[src/sstp_pkg.sv]
// Shared types and codes for the tunnel frame parser.
// Used by sstp_parse_core and sstp_frame_parser; no dependencies.
package sstp_pkg;

	// parse phases
	localparam logic [3:0] PH_VER  = 4'd0;
	localparam logic [3:0] PH_FLAG = 4'd1;
	localparam logic [3:0] PH_LHI  = 4'd2;
	localparam logic [3:0] PH_LLO  = 4'd3;
	localparam logic [3:0] PH_DATA = 4'd4;
	localparam logic [3:0] PH_MTH  = 4'd5;
	localparam logic [3:0] PH_MTL  = 4'd6;
	localparam logic [3:0] PH_CNH  = 4'd7;
	localparam logic [3:0] PH_CNL  = 4'd8;
	localparam logic [3:0] PH_ARSV = 4'd9;
	localparam logic [3:0] PH_AID  = 4'd10;
	localparam logic [3:0] PH_ALH  = 4'd11;
	localparam logic [3:0] PH_ALL  = 4'd12;
	localparam logic [3:0] PH_ADAT = 4'd13;
	localparam logic [3:0] PH_SKIP = 4'd14;

	// result kinds
	localparam logic [2:0] KIND_DATA       = 3'd0;
	localparam logic [2:0] KIND_CTRL_HDR   = 3'd1;
	localparam logic [2:0] KIND_ATTR_START = 3'd2;
	localparam logic [2:0] KIND_ATTR_BYTE  = 3'd3;
	localparam logic [2:0] KIND_FRAME_END  = 3'd4;
	localparam logic [2:0] KIND_ERROR      = 3'd5;

	// error codes
	localparam logic [2:0] ERR_NONE         = 3'd0;
	localparam logic [2:0] ERR_VERSION      = 3'd1;
	localparam logic [2:0] ERR_FRAME_LEN    = 3'd2;
	localparam logic [2:0] ERR_CTRL_BODY    = 3'd3;
	localparam logic [2:0] ERR_ATTR_LEN     = 3'd4;
	localparam logic [2:0] ERR_ATTR_OVERRUN = 3'd5;
	localparam logic [2:0] ERR_ATTR_MISSING = 3'd6;

	localparam logic [11:0] HDR_BYTES = 12'd4;

	typedef struct packed {
		logic [2:0]  kind;
		logic [7:0]  byte_value;
		logic [15:0] msg_type;
		logic [15:0] attribute_count;
		logic [7:0]  attr_ident;
		logic [11:0] attribute_length;
		logic        frame_done;
		logic [2:0]  error_code;
	} result_t;

endpackage

[src/sstp_parse_core.sv]
// Per-byte frame parsing state and next-state logic.
// Depends on sstp_pkg; driven one registered byte at a time by sstp_frame_parser.
module sstp_parse_core (
	input  logic             clk,
	input  logic             arst_n,
	input  logic             step,
	input  logic [7:0]       in_byte,
	input  logic [7:0]       expected_version,
	output logic             res_valid,
	output sstp_pkg::result_t res
);
	import sstp_pkg::*;

	logic [3:0]  phase_q, phase_d;
	logic [7:0]  len_hi_q, len_hi_d;
	logic [11:0] left_q, left_d;
	logic        ctrl_q, ctrl_d;
	logic [15:0] mtype_q, mtype_d;
	logic [15:0] attrs_q, attrs_d;
	logic [7:0]  attr_id_q, attr_id_d;
	logic [11:0] attr_left_q, attr_left_d;
	logic        halted_q, halted_d;

	always_comb begin
		logic [11:0] left_dec;
		logic [11:0] total;
		logic [11:0] attr_dec;
		logic        do_fail;
		logic [2:0]  fail_code;
		logic        do_bnd;

		phase_d     = phase_q;
		len_hi_d    = len_hi_q;
		left_d      = left_q;
		ctrl_d      = ctrl_q;
		mtype_d     = mtype_q;
		attrs_d     = attrs_q;
		attr_id_d   = attr_id_q;
		attr_left_d = attr_left_q;
		halted_d    = halted_q;
		res         = '0;
		res_valid   = 1'b0;
		do_fail     = 1'b0;
		fail_code   = ERR_NONE;
		do_bnd      = 1'b0;
		left_dec    = left_q - 12'd1;
		total       = {len_hi_q[3:0], in_byte};
		attr_dec    = attr_left_q - 12'd1;

		if (!halted_q) begin
			case (phase_q)
				PH_VER: begin
					if (in_byte != expected_version) begin
						halted_d       = 1'b1;
						res_valid      = 1'b1;
						res.kind       = KIND_ERROR;
						res.error_code = ERR_VERSION;
					end else begin
						ctrl_d  = 1'b0;
						phase_d = PH_FLAG;
					end
				end
				PH_FLAG: begin
					ctrl_d  = in_byte[0];
					phase_d = PH_LHI;
				end
				PH_LHI: begin
					len_hi_d = in_byte;
					phase_d  = PH_LLO;
				end
				PH_LLO: begin
					if (total < HDR_BYTES) begin
						halted_d       = 1'b1;
						phase_d        = PH_VER;
						res_valid      = 1'b1;
						res.kind       = KIND_ERROR;
						res.error_code = ERR_FRAME_LEN;
					end else begin
						left_d = total - HDR_BYTES;
						if (!ctrl_q) begin
							if (left_d == '0) begin
								phase_d        = PH_VER;
								res_valid      = 1'b1;
								res.kind       = KIND_FRAME_END;
								res.frame_done = 1'b1;
							end else begin
								phase_d = PH_DATA;
							end
						end else if (left_d < HDR_BYTES) begin
							do_fail   = 1'b1;
							fail_code = ERR_CTRL_BODY;
						end else begin
							phase_d = PH_MTH;
						end
					end
				end
				PH_DATA: begin
					left_d         = left_dec;
					res_valid      = 1'b1;
					res.kind       = KIND_DATA;
					res.byte_value = in_byte;
					if (left_dec == '0) begin
						phase_d        = PH_VER;
						res.frame_done = 1'b1;
					end
				end
				PH_MTH: begin
					mtype_d = {in_byte, 8'h00};
					left_d  = left_dec;
					phase_d = PH_MTL;
				end
				PH_MTL: begin
					mtype_d = {mtype_q[15:8], in_byte};
					left_d  = left_dec;
					phase_d = PH_CNH;
				end
				PH_CNH: begin
					attrs_d = {in_byte, 8'h00};
					left_d  = left_dec;
					phase_d = PH_CNL;
				end
				PH_CNL: begin
					attrs_d             = {attrs_q[15:8], in_byte};
					left_d              = left_dec;
					res_valid           = 1'b1;
					res.kind            = KIND_CTRL_HDR;
					res.msg_type        = mtype_q;
					res.attribute_count = attrs_d;
					do_bnd              = 1'b1;
				end
				PH_ARSV, PH_AID, PH_ALH: begin
					if (phase_q == PH_AID)
						attr_id_d = in_byte;
					if (phase_q == PH_ALH)
						len_hi_d = in_byte;
					left_d = left_dec;
					if (left_dec == '0) begin
						do_fail   = 1'b1;
						fail_code = ERR_ATTR_OVERRUN;
					end else begin
						phase_d = phase_q + 4'd1;
					end
				end
				PH_ALL: begin
					left_d = left_dec;
					if (total < HDR_BYTES) begin
						do_fail   = 1'b1;
						fail_code = ERR_ATTR_LEN;
					end else if ((total - HDR_BYTES) > left_dec) begin
						do_fail   = 1'b1;
						fail_code = ERR_ATTR_OVERRUN;
					end else begin
						attrs_d              = attrs_q - 16'd1;
						attr_left_d          = total - HDR_BYTES;
						res_valid            = 1'b1;
						res.kind             = KIND_ATTR_START;
						res.attr_ident       = attr_id_q;
						res.attribute_length = attr_left_d;
						if (attr_left_d != '0)
							phase_d = PH_ADAT;
						else
							do_bnd = 1'b1;
					end
				end
				PH_ADAT: begin
					left_d         = left_dec;
					attr_left_d    = attr_dec;
					res_valid      = 1'b1;
					res.kind       = KIND_ATTR_BYTE;
					res.byte_value = in_byte;
					if (attr_dec == '0)
						do_bnd = 1'b1;
				end
				PH_SKIP: begin
					left_d = left_dec;
					if (left_dec == '0) begin
						phase_d        = PH_VER;
						res_valid      = 1'b1;
						res.kind       = KIND_FRAME_END;
						res.frame_done = 1'b1;
					end
				end
				default: begin
					phase_d = PH_VER;
				end
			endcase

			// skip the rest of a broken frame; the final byte closes it at once
			if (do_fail) begin
				res_valid      = 1'b1;
				res            = '0;
				res.kind       = KIND_ERROR;
				res.error_code = fail_code;
				if (left_d == '0) begin
					phase_d        = PH_VER;
					res.frame_done = 1'b1;
				end else begin
					phase_d = PH_SKIP;
				end
			end

			// after a header or a finished attribute: next attribute, skip, end or missing-attribute error
			if (do_bnd) begin
				if (attrs_d == '0) begin
					if (left_d == '0) begin
						phase_d        = PH_VER;
						res.frame_done = 1'b1;
					end else begin
						phase_d = PH_SKIP;
					end
				end else if (left_d == '0) begin
					phase_d        = PH_VER;
					res            = '0;
					res.kind       = KIND_ERROR;
					res.error_code = ERR_ATTR_MISSING;
					res.frame_done = 1'b1;
				end else begin
					phase_d = PH_ARSV;
				end
			end
		end
	end

	always_ff @(posedge clk or negedge arst_n) begin
		if (!arst_n) begin
			phase_q     <= PH_VER;
			len_hi_q    <= '0;
			left_q      <= '0;
			ctrl_q      <= 1'b0;
			mtype_q     <= '0;
			attrs_q     <= '0;
			attr_id_q   <= '0;
			attr_left_q <= '0;
			halted_q    <= 1'b0;
		end else if (step) begin
			phase_q     <= phase_d;
			len_hi_q    <= len_hi_d;
			left_q      <= left_d;
			ctrl_q      <= ctrl_d;
			mtype_q     <= mtype_d;
			attrs_q     <= attrs_d;
			attr_id_q   <= attr_id_d;
			attr_left_q <= attr_left_d;
			halted_q    <= halted_d;
		end
	end

endmodule

[src/sstp_frame_parser.sv]
// Top level of the tunnel frame parser: input byte register, parse core, result register.
// Depends on sstp_pkg and sstp_parse_core.
// Byte-serial frame parser for a secure-socket-tunnel stream. One byte is accepted per
// clock; it is parsed while it sits in the input register, and its result (if any) is
// loaded into the output register when the output side is free. Sustained rate is one
// byte per cycle, limited only by out_stall. Bytes that cause no result (headers, skipped
// trailing bytes) are consumed silently. A bad version byte or a frame length under four
// halts parsing until reset; all later bytes are accepted and dropped. expected_version
// (reset 16) may be written via cfg_* while idle.
module sstp_frame_parser (
	input  logic        clk,
	input  logic        arst_n,
	input  logic        in_valid,
	output logic        in_stall,
	input  logic [7:0]  in_byte,
	output logic        out_valid,
	input  logic        out_stall,
	output logic [2:0]  kind,
	output logic [7:0]  byte_value,
	output logic [15:0] msg_type,
	output logic [15:0] attribute_count,
	output logic [7:0]  attr_ident,
	output logic [11:0] attribute_length,
	output logic        frame_done,
	output logic [2:0]  error_code,
	input  logic        cfg_valid,
	output logic        cfg_ready,
	input  logic [7:0]  cfg_data
);
	import sstp_pkg::*;

	logic       valid_s1;
	logic [7:0] byte_s1;
	logic       out_valid_q;
	result_t    res_q;
	result_t    res_d;
	logic       res_d_valid;
	logic [7:0] version_q;
	logic       out_free;
	logic       step;

	assign out_free  = !out_valid_q || !out_stall;
	assign step      = valid_s1 && out_free;
	assign in_stall  = valid_s1 && !out_free;
	assign cfg_ready = 1'b1;

	always_ff @(posedge clk or negedge arst_n) begin
		if (!arst_n) begin
			version_q <= 8'd16;
		end else if (cfg_valid && cfg_ready) begin
			version_q <= cfg_data;
		end
	end

	// hold the byte while the result side is blocked
	always_ff @(posedge clk or negedge arst_n) begin
		if (!arst_n) begin
			valid_s1 <= 1'b0;
		end else if (!in_stall) begin
			valid_s1 <= in_valid;
		end
	end

	always_ff @(posedge clk) begin
		if (in_valid && !in_stall)
			byte_s1 <= in_byte;
	end

	sstp_parse_core u_core (
		.clk              (clk),
		.arst_n           (arst_n),
		.step             (step),
		.in_byte          (byte_s1),
		.expected_version (version_q),
		.res_valid        (res_d_valid),
		.res              (res_d)
	);

	always_ff @(posedge clk or negedge arst_n) begin
		if (!arst_n) begin
			out_valid_q <= 1'b0;
		end else if (out_free) begin
			out_valid_q <= step && res_d_valid;
		end
	end

	always_ff @(posedge clk) begin
		if (step && res_d_valid)
			res_q <= res_d;
	end

	assign out_valid        = out_valid_q;
	assign kind             = res_q.kind;
	assign byte_value       = res_q.byte_value;
	assign msg_type         = res_q.msg_type;
	assign attribute_count  = res_q.attribute_count;
	assign attr_ident       = res_q.attr_ident;
	assign attribute_length = res_q.attribute_length;
	assign frame_done       = res_q.frame_done;
	assign error_code       = res_q.error_code;

`ifndef SYNTHESIS
	a_err_has_code: assert property (@(posedge clk) disable iff (!arst_n)
		out_valid && kind == KIND_ERROR |-> error_code != ERR_NONE)
		else $error("error request without error code");

	a_code_only_on_err: assert property (@(posedge clk) disable iff (!arst_n)
		out_valid && kind != KIND_ERROR |-> error_code == ERR_NONE)
		else $error("error code on non-error request");

	a_end_is_done: assert property (@(posedge clk) disable iff (!arst_n)
		out_valid && kind == KIND_FRAME_END |-> frame_done)
		else $error("frame end request without frame_done");

	a_halt_not_done: assert property (@(posedge clk) disable iff (!arst_n)
		out_valid && kind == KIND_ERROR
		&& (error_code == ERR_VERSION || error_code == ERR_FRAME_LEN) |-> !frame_done)
		else $error("halting error marked as frame end");
`endif

endmodule

[config.mk]
export PLATFORM = sky130hd
export DESIGN_NAME = sstp_frame_parser
export DESIGN_NICKNAME = d
export VERILOG_FILES = /design/src/sstp_pkg.sv /design/src/sstp_parse_core.sv /design/src/sstp_frame_parser.sv
export SDC_FILE = /design/constraint.sdc
export NUM_CORES = 1
export LEC_CHECK = 0
export BUFFER_PORTS_ARGS = -buffer_cell sky130_fd_sc_hd__buf_2
export CAP_MARGIN = 20
export CORE_ASPECT_RATIO = 1.2
export CORE_MARGIN = 10
export CORE_UTILIZATION = 64
export DETAILED_ROUTE_END_ITERATION = 6
export HOLD_SLACK_MARGIN = 0.05
export PLACE_DENSITY_LB_ADDON = 0.3
export SLEW_MARGIN = 20
export SYNTH_ARGS = -nofsm -noshare
export SYNTH_HDL_FRONTEND = slang
export SYNTH_SLANG_ARGS = --single-unit
[constraint.sdc]
create_clock -name clk -period 19.6 [get_ports clk]
set_clock_uncertainty 0.05 [all_clocks]
set_input_delay 1.96 -clock clk [delete_from_list [all_inputs] [get_ports clk]]
set_output_delay 1.96 -clock clk [all_outputs]
set_load 0.05 [all_outputs]
==> impl_metrics.ini <==
[status]
status = completed

[routing]
viasPerCell = 6.68
routedWlPerCell_um = 21.9
totalWireLength_um = 25100
vias = 7631
drt_iter0_drc = 1010
final_antenna_net_count = 0
dr.pass1.iters = 6
drc = 0

[floorplanning]
die_h_um = 149
fp.dieW_um = 127
core-area_um2 = 13700
die_area_um2 = 19000
io_pins = 91
rows = 47
initial_core_util = 0.646

[timing]
fmax_mhz = 157
final_max_slew_viol_count = 0
finalSetupViolCount = 0
hold_viol_final = 0
rsz0062_at_grt = no
timing.slew.headroom = 0.285
period_minus_slack_ps = 6370
fin_crit_sh = 0.325
worst_slew_pin_slew_ps = 1060
setup_tns_ps = 0

[clock_network]
cts_max_level = 4
clk_pin_slew_ps = 70
cts_buffers = 17
cts_tree = built
post_cts_buffers = 0
cts.sinks = 159
insertion_delay_ps = 440
postCtsResizedCells = 0
cts-root-buf = clkbuf_16
cts_hold_buf = 0
cts.path.max_buffers = 2

[global_routing]
grt_max_degree = 54
antenna_found_initial = 0
gr-total-overflow = 0
grt_use_total = 0.262
grt_pass1_vias = 7370
grt_first_pass_wirelength_um = 39900

[logic_synthesis]
async_reset_ff_frac = 0.528
yosys.area.top_type_share = 0.254
ys_seq_area_frac = 0.492
yosysWarnings = 0
ys_dominant_reg_cell = dfrtp_1
netlist_instances = 897
synth_nets = 941
yosysTopAreaCell = edfxtp_1
synth_area_leaders = edfxtp_1 (25%), dfrtp_1 (23%), nand2_1 (4.7%)
ys_ff_latch = 159
synth_edf_count = 75
ys_top_cells_by_count = nand2_1 (111), dfrtp_1 (83), edfxtp_1 (75)
synth.distinct_cells = 84
syn_area_um2 = 8850
postSynthAreaPerCell_um2 = 9.87
synth.most_common_cell = nand2_1

[placed_design]
port-buffer-count = 89
gp_congestion = 0.958
hpwl_um = 17000

[worst_setup_path]
worstSetupStartpointType = flip-flop
crit_required_ps = 19690
cp_max_fo = 23
critPathKind = reg -> reg
cp.arrival_ps = 6470
cp-end-kind = flip-flop

[flow_run]
maxCapViolCount = 0

[layout]
final_core_util = 0.729
final_net_count = 1003
insertedDiodeCount = 0
drive_gt1_frac = 0.186
areaGrowthSynthToFinish_pct = 12.8

[pwr]
power_density_nw_per_um2 = 74.6
ir_worst_vdd_mv = 0.0617
p_leak_uw = 0.00452

[min_path]
min_path_type = reg -> reg
## stage by stage
stage | power (uW) | hold WS [ps] | instance area [um^2] | std cells | setup slack, ps
detailed placement | 395 | 442 | 9360 | 1111 | 13520
global route | 762 | 467 | 9980 | 1143 | 13000
finish | 744 | 461 | 9980 | 1143 | 13230
global placement | 395 | 430 | 9360 | 1111 | 13760
CTS | 744 | 457 | 9980 | 1143 | 13420
floorplan | 380 | 415 | 8850 | 897 | 11780
## metal layers
layer | up-vias | global-route usage | part of all wire
met5 | - | 0 | 0
met4 | 0 | 0.123 | 0.039
met3 | 104 | 0.0729 | 0.11
met2 | 518 | 0.418 | 0.48
met1 | 3606 | 0.324 | 0.37
li1 | 3403 | - | -
## state kept, by name (all words and copies together) (netlist names)
name / flops
attribute_count: 16
msg_type: 16
u_core.attrs_q: 16
u_core.mtype_q: 16
attribute_length: 12
u_core.attr_left_q: 12
u_core.left_q: 12
attr_ident: 8
byte_s1: 8
byte_value: 8
u_core.attr_id_q: 8
version_q: 8
u_core.len_hi_q: 4
u_core.phase_q: 4
error_code: 3
kind: 3
frame_done: 1
out_valid: 1
u_core.ctrl_q: 1
u_core.halted_q: 1
valid_s1: 1
## final cells by class
cell class / count / area (um^2)
multi-input combinational: 649 / 4150
tap: 171 / 214
sequential: 159 / 4360
clock buffer: 18 / 429
clock inverter: 14 / 194
inverter: 35 / 131
timing repair buffer: 97 / 508
fill: 966 / 3720
## power breakdown
part	internal, uW	switching (uW)	total (uW)
clock	205	149	355
sequential	351	7.79	359
combinational	11.8	19.5	31.4
total	568	176	744
## worst max-delay path: stages (launching register included)
cell,delay (ps)
edfxtp_1,890
inv_1,280
ha_1,350
nand2_1,100
xor2_1,500
inv_1,90
ha_1,310
nand4_1,160
a21oi_1,180
a41oi_1,70
a311o_1,420
a21oi_2,810
nor4_1,130
o221a_2,320
and4_1,200
and3_4,190
nor3_2,820
nor4bb_1,170
## cells by family (layout without fill, tap and decap cells)
kind of cell,count (synthesis),after routing,share of synthesized area
AOI/OAI and AO/OA,207,207,0.159
xor gates and xnor gates,27,27,0.0267
adders and majority gates,23,23,0.0325
buffers and inverters,89,164,0.0414
DFF,159,159,0.492
muxes,28,28,0.0349
other,1,1,0.000424
and+or+nand+nor,363,363,0.213
## cell usage in the layout, fill, tap and decap left out, drive strengths merged, types with 5 or more instances in the layout
master  instances
nand2         111
buf            97
dfrtp          83
edfxtp         75
o21ai          74
nor2           70
inv            42
and2           35
nor3           29
nand3          26
a21oi          25
mux2           23
ha             23
clkbuf         18
a22o           17
xnor2          16
nor4           16
nand2b         13
a211oi         12
xor2           11
o22ai          10
a22oi           8
or4             8
and3            8
or3             7
o221ai          7
nor3b           7
or2             6
nand4           5
nor2b           5
a21o            5
a31oi           5
mux2i           5
## path summary, 6_finish.rpt
| path | slack (ps) | cells past startpoint | start | end |
|---|---|---|---|---|
| setup reg to reg | 13230 | 17 | byte_s1[2]$_DFFE_PP_ | byte_value[7]$_SDFFCE_PP0P_ |
| max in group asynchronous | 17030 | 2 | arst_n | u_core.attr_left_q[6]$_DFFE_PN0P_ |
| hold / removal | 460 | 1 | u_core.mtype_q[2]$_DFFE_PN0P_ | u_core.mtype_q[2]$_DFFE_PN0P_ |
| hold reg to reg | 460 | 1 | u_core.mtype_q[2]$_DFFE_PN0P_ | u_core.mtype_q[2]$_DFFE_PN0P_ |
| min in group asynchronous | 1430 | 1 | arst_n | version_q[5]$_DFFE_PN0P_ |
| setup / recovery | 13230 | 17 | byte_s1[2]$_DFFE_PP_ | byte_value[7]$_SDFFCE_PP0P_ |
No activity file was read; power rests on OpenSTA's default activity.
